==> config.mk <==
export PLATFORM = sky130hd
export DESIGN_NAME = button_press_classifier
export DESIGN_NICKNAME = d
export VERILOG_FILES = /design/src/design/bpc_pkg.sv /design/src/design/button_press_classifier.sv /design/src/design/bpc_front.sv /design/src/design/bpc_queue.sv /design/src/design/bpc_back.sv
export SDC_FILE = /design/constraint.sdc
export NUM_CORES = 1
export LEC_CHECK = 0
export BUFFER_PORTS_ARGS = -buffer_cell sky130_fd_sc_hd__buf_2
export CELL_PAD_IN_SITES_DETAIL_PLACEMENT = 0
export CELL_PAD_IN_SITES_GLOBAL_PLACEMENT = 1
export CORE_MARGIN = 1.5
export CORE_UTILIZATION = 52
export DETAILED_ROUTE_END_ITERATION = 10
export PLACE_DENSITY = 0.95
export SLEW_MARGIN = 20
export SYNTH_ARGS = -nofsm -noshare
export SYNTH_HDL_FRONTEND = slang
export SYNTH_SLANG_ARGS = --single-unit
==> constraint.sdc <==
create_clock -name clk_i -period 7.9 [get_ports clk_i]
set_input_delay 1.58 -clock clk_i [delete_from_list [all_inputs] [get_ports clk_i]]
set_output_delay 1.58 -clock clk_i [all_outputs]
set_load 0.02 [all_outputs]
==> src/design/bpc_pkg.sv <==
// Package for the button press classifier: payload types, codes and slot table.
package bpc_pkg;

  localparam int unsigned NumButtons = 3;
  localparam int unsigned NumSlots   = 8;
  localparam int unsigned CfgIdxW    = 2;
  localparam int unsigned CfgDataW   = 16;
  localparam int unsigned QueueDepth = 2;

  localparam logic [CfgDataW-1:0] LongPressRst   = 16'd1000;
  localparam logic [CfgDataW-1:0] OkLongPressRst = 16'd3000;

  localparam logic [CfgIdxW-1:0] CfgLongPress   = 2'd0;
  localparam logic [CfgIdxW-1:0] CfgOkLongPress = 2'd1;

  localparam int unsigned BtnLeft  = 0;
  localparam int unsigned BtnRight = 1;
  localparam int unsigned BtnOk    = 2;

  localparam logic [2:0] EvLeftShort  = 3'd0;
  localparam logic [2:0] EvLeftLong   = 3'd1;
  localparam logic [2:0] EvRightShort = 3'd2;
  localparam logic [2:0] EvRightLong  = 3'd3;
  localparam logic [2:0] EvOkShort    = 3'd4;
  localparam logic [2:0] EvOkLong     = 3'd5;
  localparam logic [2:0] EvMenu       = 3'd6;
  localparam logic [2:0] EvSettings   = 3'd7;

  // event mask slots, in delivery order
  localparam logic [2:0] SlotShortLeft  = 3'd0;
  localparam logic [2:0] SlotShortRight = 3'd1;
  localparam logic [2:0] SlotShortOk    = 3'd2;
  localparam logic [2:0] SlotMenu       = 3'd3;
  localparam logic [2:0] SlotSettings   = 3'd4;
  localparam logic [2:0] SlotLongLeft   = 3'd5;
  localparam logic [2:0] SlotLongRight  = 3'd6;
  localparam logic [2:0] SlotLongOk     = 3'd7;

  typedef logic [NumSlots-1:0] ev_mask_t;

  typedef struct packed {
    logic [31:0] now_ms;
    logic [2:0]  button_levels;
  } scan_t;

  typedef struct packed {
    logic [2:0] event_code;
    logic       last_event;
  } event_t;

  typedef struct packed {
    logic       push;
    ev_mask_t   mask;
  } q_wr_t;

  typedef struct packed {
    logic       full;
    logic       empty;
  } q_stat_t;

  function automatic logic [2:0] slot_code(input logic [2:0] slot);
    logic [2:0] code;
    case (slot)
      SlotShortLeft:  code = EvLeftShort;
      SlotShortRight: code = EvRightShort;
      SlotShortOk:    code = EvOkShort;
      SlotMenu:       code = EvMenu;
      SlotSettings:   code = EvSettings;
      SlotLongLeft:   code = EvLeftLong;
      SlotLongRight:  code = EvRightLong;
      SlotLongOk:     code = EvOkLong;
      default:        code = EvLeftShort;
    endcase
    return code;
  endfunction

endpackage

==> src/design/button_press_classifier.sv <==
// Top level of the button press classifier: front, mask queue, back.
//
//  channel | dir | handshake                  | word
//  scan    | in  | scan_valid_i / scan_stall_o | scan_t (now_ms, button_levels)
//  evt     | out | evt_valid_o / evt_stall_i   | event_t (event_code, last_event)
//  cfg     | in  | cfg_valid_i / cfg_ready_o   | cfg_index_i, cfg_data_i
//
// The front classifies one scan per cycle while the mask queue is not full
// (three 32-bit hold-time compares). The back sends one event word per cycle while
// the output is not stalled; it pops the next queued mask as it sends a mask's last word.
// Reset: thresholds 1000 and 3000 ms, all buttons released, no clearing pass.
// evt_stall_i holds the output word; a 2-deep mask queue then fills and
// raises scan_stall_o. cfg_ready_o is always high.
module button_press_classifier (
  input  logic                          clk_i,
  input  logic                          rst_ni,
  input  logic                          scan_valid_i,
  output logic                          scan_stall_o,
  input  bpc_pkg::scan_t                scan_i,
  output logic                          evt_valid_o,
  input  logic                          evt_stall_i,
  output bpc_pkg::event_t               evt_o,
  input  logic                          cfg_valid_i,
  output logic                          cfg_ready_o,
  input  logic [bpc_pkg::CfgIdxW-1:0]   cfg_index_i,
  input  logic [bpc_pkg::CfgDataW-1:0]  cfg_data_i
);

  bpc_pkg::q_wr_t    q_wr;
  bpc_pkg::q_stat_t  q_stat;
  bpc_pkg::ev_mask_t rd_mask;
  logic              pop;

  assign cfg_ready_o = 1'b1;

  bpc_front u_front (
    .clk_i        (clk_i),
    .rst_ni       (rst_ni),
    .cfg_valid_i  (cfg_valid_i),
    .cfg_index_i  (cfg_index_i),
    .cfg_data_i   (cfg_data_i),
    .scan_valid_i (scan_valid_i),
    .scan_i       (scan_i),
    .q_stat_i     (q_stat),
    .scan_stall_o (scan_stall_o),
    .q_wr_o       (q_wr)
  );

  bpc_queue u_queue (
    .clk_i     (clk_i),
    .rst_ni    (rst_ni),
    .q_wr_i    (q_wr),
    .pop_i     (pop),
    .rd_mask_o (rd_mask),
    .q_stat_o  (q_stat)
  );

  bpc_back u_back (
    .clk_i       (clk_i),
    .rst_ni      (rst_ni),
    .rd_mask_i   (rd_mask),
    .q_stat_i    (q_stat),
    .pop_o       (pop),
    .evt_stall_i (evt_stall_i),
    .evt_valid_o (evt_valid_o),
    .evt_o       (evt_o)
  );

  a_no_overflow: assert property (@(posedge clk_i) disable iff (!rst_ni)
    !(q_wr.push && q_stat.full))
    else $error("mask pushed into full queue");

  a_no_underflow: assert property (@(posedge clk_i) disable iff (!rst_ni)
    !(pop && q_stat.empty))
    else $error("mask popped from empty queue");

  a_push_nonzero: assert property (@(posedge clk_i) disable iff (!rst_ni)
    q_wr.push |-> (q_wr.mask != '0))
    else $error("empty event mask queued");

  a_evt_after_accept: assert property (@(posedge clk_i) disable iff (!rst_ni)
    (scan_valid_i && !scan_stall_o && q_stat.empty && (q_wr.mask != '0)) |=> !q_stat.empty
      || evt_valid_o)
    else $error("scan events lost");

endmodule

==> src/design/bpc_front.sv <==
// Front end: config registers, button state, per-scan event mask.
module bpc_front (
  input  logic                          clk_i,
  input  logic                          rst_ni,
  input  logic                          cfg_valid_i,
  input  logic [bpc_pkg::CfgIdxW-1:0]   cfg_index_i,
  input  logic [bpc_pkg::CfgDataW-1:0]  cfg_data_i,
  input  logic                          scan_valid_i,
  input  bpc_pkg::scan_t                scan_i,
  input  bpc_pkg::q_stat_t              q_stat_i,
  output logic                          scan_stall_o,
  output bpc_pkg::q_wr_t                q_wr_o
);

  logic [bpc_pkg::CfgDataW-1:0] long_q, ok_long_q;
  logic [2:0] held_q, held_d;
  logic [2:0] long_sent_q, long_sent_d;
  logic [1:0] combo_sent_q, combo_sent_d;
  logic [31:0] start_q [bpc_pkg::NumButtons];
  logic [31:0] start_d [bpc_pkg::NumButtons];
  bpc_pkg::ev_mask_t mask;
  logic accept;

  assign scan_stall_o = q_stat_i.full;
  assign accept       = scan_valid_i && !q_stat_i.full;

  always_ff @(posedge clk_i or negedge rst_ni) begin
    if (!rst_ni) begin
      long_q    <= bpc_pkg::LongPressRst;
      ok_long_q <= bpc_pkg::OkLongPressRst;
    end else if (cfg_valid_i) begin
      case (cfg_index_i)
        bpc_pkg::CfgLongPress:   long_q    <= cfg_data_i;
        bpc_pkg::CfgOkLongPress: ok_long_q <= cfg_data_i;
        default: ;
      endcase
    end
  end

  always_comb begin
    logic [31:0] dur;
    logic [31:0] thr;
    logic        down, was_held, new_press, is_long;
    held_d       = held_q;
    long_sent_d  = long_sent_q;
    combo_sent_d = combo_sent_q;
    mask         = '0;
    for (int b = 0; b < bpc_pkg::NumButtons; b++) begin
      start_d[b] = start_q[b];
      thr        = {16'd0, (b == bpc_pkg::BtnOk) ? ok_long_q : long_q};
      down       = !scan_i.button_levels[b];
      was_held   = held_q[b];
      new_press  = down && !was_held;
      dur        = scan_i.now_ms - start_q[b];
      held_d[b]  = down;
      if (new_press) begin
        long_sent_d[b] = 1'b0;
        start_d[b]     = scan_i.now_ms;
      end
      if (!down && was_held && (dur < thr)) begin
        mask[b] = 1'b1;
      end
      is_long = new_press ? (thr == 32'd0) : (dur >= thr);
      if (down && !long_sent_d[b] && is_long) begin
        mask[5 + b]    = 1'b1;
        long_sent_d[b] = 1'b1;
      end
    end
    if (!scan_i.button_levels[bpc_pkg::BtnLeft] && !held_q[bpc_pkg::BtnLeft]) begin
      combo_sent_d[0] = 1'b0;
    end
    if (!scan_i.button_levels[bpc_pkg::BtnRight] && !held_q[bpc_pkg::BtnRight]) begin
      combo_sent_d[1] = 1'b0;
    end
    if (held_d[bpc_pkg::BtnOk]) begin
      if (held_d[bpc_pkg::BtnLeft] && !combo_sent_d[0]) begin
        mask[bpc_pkg::SlotMenu] = 1'b1;
        combo_sent_d[0]         = 1'b1;
      end
      if (held_d[bpc_pkg::BtnRight] && !combo_sent_d[1]) begin
        mask[bpc_pkg::SlotSettings] = 1'b1;
        combo_sent_d[1]             = 1'b1;
      end
    end
  end

  always_ff @(posedge clk_i or negedge rst_ni) begin
    if (!rst_ni) begin
      held_q       <= '0;
      long_sent_q  <= '0;
      combo_sent_q <= '0;
      for (int b = 0; b < bpc_pkg::NumButtons; b++) begin
        start_q[b] <= '0;
      end
    end else if (accept) begin
      held_q       <= held_d;
      long_sent_q  <= long_sent_d;
      combo_sent_q <= combo_sent_d;
      for (int b = 0; b < bpc_pkg::NumButtons; b++) begin
        start_q[b] <= start_d[b];
      end
    end
  end

  assign q_wr_o.push = accept && (mask != '0);
  assign q_wr_o.mask = mask;

endmodule

==> src/design/bpc_queue.sv <==
// Two-entry queue of event masks between front and back.
module bpc_queue (
  input  logic               clk_i,
  input  logic               rst_ni,
  input  bpc_pkg::q_wr_t     q_wr_i,
  input  logic               pop_i,
  output bpc_pkg::ev_mask_t  rd_mask_o,
  output bpc_pkg::q_stat_t   q_stat_o
);

  localparam int unsigned PtrW = $clog2(bpc_pkg::QueueDepth);

  bpc_pkg::ev_mask_t mem_q [bpc_pkg::QueueDepth];
  logic [PtrW-1:0] wr_ptr_q, rd_ptr_q;
  logic [PtrW:0]   count_q;
  logic            do_push, do_pop;

  assign do_push = q_wr_i.push && (count_q != (PtrW+1)'(bpc_pkg::QueueDepth));
  assign do_pop  = pop_i && (count_q != '0);

  always_ff @(posedge clk_i) begin
    if (do_push) begin
      mem_q[wr_ptr_q] <= q_wr_i.mask;
    end
  end

  always_ff @(posedge clk_i or negedge rst_ni) begin
    if (!rst_ni) begin
      wr_ptr_q <= '0;
      rd_ptr_q <= '0;
      count_q  <= '0;
    end else begin
      if (do_push) wr_ptr_q <= wr_ptr_q + PtrW'(1);
      if (do_pop)  rd_ptr_q <= rd_ptr_q + PtrW'(1);
      case ({do_push, do_pop})
        2'b10:   count_q <= count_q + (PtrW+1)'(1);
        2'b01:   count_q <= count_q - (PtrW+1)'(1);
        default: count_q <= count_q;
      endcase
    end
  end

  assign rd_mask_o      = mem_q[rd_ptr_q];
  assign q_stat_o.full  = (count_q == (PtrW+1)'(bpc_pkg::QueueDepth));
  assign q_stat_o.empty = (count_q == '0);

endmodule

==> src/design/bpc_back.sv <==
// Back end: walks each event mask in order, one event word per cycle while the output is not stalled.
module bpc_back (
  input  logic               clk_i,
  input  logic               rst_ni,
  input  bpc_pkg::ev_mask_t  rd_mask_i,
  input  bpc_pkg::q_stat_t   q_stat_i,
  output logic               pop_o,
  input  logic               evt_stall_i,
  output logic               evt_valid_o,
  output bpc_pkg::event_t    evt_o
);

  bpc_pkg::ev_mask_t cur_q, cur_d, low, rem;
  logic [2:0]        slot;
  logic              out_valid_q, out_free, emit;
  bpc_pkg::event_t   out_q;

  assign low      = cur_q & (~cur_q + bpc_pkg::ev_mask_t'(1));
  assign rem      = cur_q & ~low;
  assign out_free = !out_valid_q || !evt_stall_i;
  assign emit     = out_free && (cur_q != '0);
  assign pop_o    = !q_stat_i.empty && ((cur_q == '0) || (emit && (rem == '0)));

  always_comb begin
    slot = '0;
    for (int i = bpc_pkg::NumSlots - 1; i >= 0; i--) begin
      if (cur_q[i]) slot = 3'(i);
    end
  end

  always_comb begin
    if (pop_o) begin
      cur_d = rd_mask_i;
    end else if (emit) begin
      cur_d = rem;
    end else begin
      cur_d = cur_q;
    end
  end

  always_ff @(posedge clk_i or negedge rst_ni) begin
    if (!rst_ni) begin
      cur_q       <= '0;
      out_valid_q <= 1'b0;
    end else begin
      cur_q <= cur_d;
      if (emit) begin
        out_valid_q <= 1'b1;
      end else if (out_free) begin
        out_valid_q <= 1'b0;
      end
    end
  end

  always_ff @(posedge clk_i) begin
    if (emit) begin
      out_q.event_code <= bpc_pkg::slot_code(slot);
      out_q.last_event <= (rem == '0);
    end
  end

  assign evt_valid_o = out_valid_q;
  assign evt_o       = out_q;

endmodule
**Yosys cells after proc, flatten, opt, wreduce, memory -nomap -nowiden**

Memories as Yosys holds them, arrays and structs flattened. A register that Yosys moved wholly into a read port is not among the register bits.
Cells that the tools add are included.

- Flip-flop bits (word level): 150
- Bits in writable memories: 16
- ROM bits: 24
- Bits of input ports: 58
- Output and inout bits: 7
- Logic and storage cells: 135
- Memories kept: 2

Memory list:

| name | depth | width | read ports | clocked after memory_dff | write ports | line | RTL |
|---|---|---|---|---|---|---|---|
| (no name shown) | 8 | 3 | 1 | 1 | 0 | bpc_pkg.sv:63 | `case (slot)` |
| u_queue.mem_q | 2 | 8 | 1 | 0 | 1 | bpc_queue.sv:13 | `bpc_pkg::ev_mask_t mem_q [bpc_pkg::QueueDepth];` |

- $add $sub $neg: 8
- Magnitude comparators: 6
- Equal/unequal tests: 5
- Multiplexer cells: 38
- Bitwise gates (word level): 4
- Reductions and logical operators: 58

Operator list:

| cell | count |
|---|---|
| >= comparator 32 x 16 -> 1 bit | 3 |
| < comparator 32 x 16 -> 1 bit | 3 |
| subtractor 32 bit | 3 |
| zero test 16 bit | 2 |
| 2-to-1 mux 1 bit | 25 |
| logical AND 1 bit | 24 |
| 2-to-1 mux 3 bit | 8 |
| bitwise AND 8 bit | 2 |
| zero test 8 bit | 2 |
| 2-to-1 mux 8 bit | 2 |
| inverter 8 bit | 2 |
| nonzero test 8 bit | 2 |
| zero test 1 bit | 15 |
| AND reduction 2 bit | 5 |
| adder 8 x 1 -> 8 bit (second input constant) | 1 |
| nonzero test 2 bit | 4 |
| == test 2 x 1 -> 1 bit (second input constant) | 2 |
| == test 2 bit (second input constant) | 2 |
| zero test 2 bit | 2 |
| 2-to-1 mux 2 bit | 2 |
| one-hot mux 2 bit (2 select lines) | 1 |
| adder 1 bit (second input constant) | 2 |
| adder 2 x 1 -> 2 bit (second input constant) | 1 |
| logical OR 1 bit | 2 |
| other kinds (2) | 2 |

**Depth between registers and ports, before layout**

- Depth after elaboration: 12
- Mapped depth: 26
- Mapped depth without buffers: 26

**Hierarchy**

From an unflattened synthesis, not the netlist that was laid out.

- Cells, all modules: 1,647
- Area, all modules: 13,673.1 µm²

Modules (own cells, without submodules):

| module | instances | cells each | area an instance (µm²) | sequential area each (µm²) |
|---|---|---|---|---|
| bpc_front | 1 | 1,530 | 12,191.7 | 3,419.5 |
| bpc_queue | 1 | 43 | 772.0 | 580.6 |
| bpc_back | 1 | 72 | 698.2 | 345.3 |
| button_press_classifier | 1 | 2 | 11.3 | 0.0 |

**Worst setup path before layout**

OpenSTA, ideal clock, no wires.

- Kind: input-to-reg
- From: input port scan_i[9] in the netlist's numbering
- To: register u_queue.count_q[1]
- Library setup time: 0.079 ns
- Data arrival time: 6.282 ns
- Required time: 7.821 ns
- Path slack: 1.539 ns
- Stages on the path: 24
- Buffers on the path: 0
- Path through: ha_1 a21oi_1 nor2_1 a2111oi_4 a21o_2 nand2_1 a21o_1 a21oi_1 xnor2_1 ha_1 nand2b_1 a221o_1 nor3_1 o21ai_0 a211oi_1 nand3_1 or4_1 nor3_4 a41oi_2 or3_4 o31ai_4 ha_1 nor2_1 xor2_1

RTL lines:

| what | line | RTL |
|---|---|---|
| start, declared | button_press_classifier.sv:19 | `input bpc_pkg::scan_t scan_i,` |
| end signal, assigned | bpc_queue.sv:36 | `2'b10: count_q <= count_q + (PtrW+1)'(1);` |
| end signal, assigned | bpc_queue.sv:37 | `2'b01: count_q <= count_q - (PtrW+1)'(1);` |
| end signal, assigned | bpc_queue.sv:38 | `default: count_q <= count_q;` |
| end, declared | bpc_queue.sv:15 | `logic [PtrW:0] count_q;` |

==> impl_metrics.ini <==
[grt]
grt_max_degree = 92
grt_antenna_before_repair = 0
grt.overflow.total = 0
grtUsageTotal_pct = 28.3
grt_pass1_vias = 11200
grt_pass1_wl_microns = 59200

[hold_path]
hold_depth = 2
min_from = u_front.combo_sent_q[1]
hold_path_end = u_front.combo_sent_q[1]
hp-class = flop to flop

[pwr]
seq_power_share_pct = 22.8
p_comb_share_pct = 63.2
p_total_w = 0.00641
ir_drop_mv = 0.220
swShare_pct = 47.4
switching_power_w = 0.00304
power.density_nw_per_um2 = 436
p_int_w = 0.00338
clockPowerShare_pct = 14.0
p_leak_nw = 6.66

[finish]
areaGrowthSynthToFinish_pct = 8.82
multi_input_area_sq_um = 8400
finalNonFillerCells = 1932
drive_gt1_share_pct = 14.0
seq_area_sq_um = 4350
n_fill_cell = 2296
num_antenna_cells = 0
fin_nets = 1792

[detailed_routing]
met2_length_microns = 17200
routed_wl_microns = 36800
final_antenna_net_count = 0
wl_per_cell_microns = 19.1
drtIter0Drc = 945
route.detailed.drc = 0
num_vias = 11700
wl_met1_microns = 17200
viasPerCell = 6.05
met3WireLength_microns = 1850
drtPass1Iterations = 5
top_layer_used = met4

[yosys]
syn_nets = 1753
ys_seq_area_share_pct = 32.1
synth_top_area_cell = dfrtp_1
async_reset_ff_share_pct = 88.2
synth_seq_cells = 169
syn_inst = 1550
ys_top_cells_by_count = 167 x nand2_1, 149 x inv_1, 142 x ha_1, 136 x dfrtp_1, 125 x a21oi_1
ys_types = 89
yosys-top-cells-area = dfrtp_1 25%, ha_1 13%, mux2_2 6.6%, nand2_1 4.6%, a21oi_1 4.6%
yosys_warnings = 0
syn_area_per_cell_sq_um = 8.72
synth_top_area_share_pct = 25.2
synth.most_common_cell = nand2_1
synth_edf_count = 20
ys.flop_type = dfrtp_1
syn_area_sq_um = 13500

[placement]
port_buffers = 63
dp_hpwl_microns = 29300
place_congestion = 0.927
dp_cells = 1900

[clock_tree]
clkTransAtPathRegs_ps = 80
cts_tree = built
cts_root_buf = clkbuf_16
cts_setup_buffers = 0
cts_made_buffers = 17
clock_path_buffers = 2
ctsResizeCount = 0
holdBufCountCts = 0
cts_sinks = 169
htree_levels = 4
clock_latency_ps = 450

[sta]
setup_tns_ps = 0
worstMarginPinSlew_ps = 865
fmax_ghz = 0.145
finalCritPeriodShare_pct = 87.2
setup_viol = 0
final.min_clock_period_ps = 6890
finClkSkew_ps = 11.5
relSlewSlack_pct = 42.3
slew_viol_final = 0
hold_viol_final = 0
rsz0062_at_grt = no

[worst_setup_path]
worstPathArrival_ps = 7260
crit_path_start_kind = input pin
rrSetupSlack_ps = 1870
path_max_fanout = 5
r2r_start = u_front.start_q[1]
endpoint_kind = flop
ff2ff_path_depth = 23
timing.rr.end = u_queue.count_q[1]
critical_path_class = input pin to flop
worstPathRequired_ps = 8270
timing.critical_path.from = scan_i[4]

[floorplan]
io_pins = 65
die_x_microns = 164
die-height_microns = 164
start_util_pct = 53.4
core_sq_um = 25300
std_cell_rows = 58
floorplan.die_area_sq_um = 27000

[outcome]
status = complete, no violations

[flow_run]
drv_cap = 0
==> cell usage in the layout, fill, tap and decap left out, types with 9 or more instances in the layout <==
master,n
nand2_1,167
nor2b_1,12
clkbuf_16,17
a21o_1,32
o2111ai_1,10
a21oi_1,125
dfrtp_1,136
o31ai_1,9
a211oi_1,13
edfxtp_1,20
buf_2,62
mux2i_1,14
o21ai_0,123
inv_1,149
nor3_1,19
o21a_1,19
dfstp_2,13
xnor2_1,40
mux2_2,79
nand3_1,43
xor2_1,38
ha_1,142
or3_1,14
nor4_1,18
nand4_1,36
nor2_1,79
==> sequential cells by signal, summed over array words and instances, names as in the netlist <==
name / count
u_front.start_q: 96
u_front.long_q: 16
u_front.ok_long_q: 16
u_queue.mem_q: 16
u_back.cur_q: 8
u_back.evt_o: 4
u_front.held_q: 3
u_front.long_sent_q: 3
u_front.combo_sent_q: 2
u_queue.count_q: 2
u_back.evt_valid_o: 1
u_queue.rd_ptr_q: 1
u_queue.wr_ptr_q: 1
==> critical path, cell delays in order <==
cell and delay [ps]:
buf_2 140, ha_1 290, nor2b_1 140, o2111ai_1 250, a311o_1 340, a2bb2oi_1 410
nand2_1 160, xor2_1 170, ha_1 320, nand4_1 100, nor3_1 80, a32o_1 260
a211oi_1 230, nand4_1 120, nor4_1 350, o311ai_0 210, nor4_1 440, a41oi_1 310
or3_4 480, o31ai_4 270, ha_1 320, nor2_1 140, xor2_1 160
==> per-stage QoR <==
step	instance area [sq um]	hold slack [ps]	utilization [%]	worst slack, ps
after global placement	14100	462	55.6	784
after floorplan	13500	449	-	1540
after detailed placement	14100	468	55.6	666
final	14700	483	58.1	1010
after global routing	14700	505	58.1	596
after CTS	14700	485	58.1	1100
==> cell type report <==
cell class                      instances  area share (%)
Clock buffer                           17            2.89
Clock inverter                         15            1.39
Inverter                              149            3.80
Multi-Input combinational cell       1183            57.1
Sequential cell                       169            29.5
Tap cell                              330            2.81
Timing Repair Buffer                   69            2.49
==> worst max-delay path by stage <==
stage | to | slack (ps)
final | u_queue.count_q[1] | 1010
after floorplan | u_queue.count_q[1] | 1540
after detailed placement | u_queue.count_q[1] | 670
after global routing | u_queue.count_q[1] | 600
after CTS | u_queue.count_q[1] | 1100
after global placement | u_queue.count_q[1] | 780
==> power groups by stage <==
stage	registers, W	logic, W	clock network (W)
floorplan	0.00142	0.00308	0
global placement	0.00146	0.00386	0
detailed placement	0.00148	0.00397	0
CTS	0.00146	0.00399	0.000910
global route	0.00151	0.00450	0.000941
finish	0.00146	0.00405	0.000896
==> cell families after synthesis <==
| logic type | Yosys count | synth area share [%] |
|---|---|---|
| AO/OA/AOI/OAI | 417 | 19.5 |
| buffers and inverters | 198 | 5.82 |
| flip-flops | 169 | 32.1 |
| adder cells (fa/ha/maj) | 146 | 13.7 |
| other | 1 | 0.0277 |
| AND/OR/NAND/NOR | 448 | 16.2 |
| XOR/XNOR | 78 | 5.05 |
| multiplexers | 93 | 7.62 |
==> layer usage <==
layer,vias to the layer above,GRT usage (%)
li1,5664,-
met1,5652,39.5
met2,338,46.5
met3,44,3.51
met5,-,0
met4,0,6.61
Power figures use the tool's default switching activity.
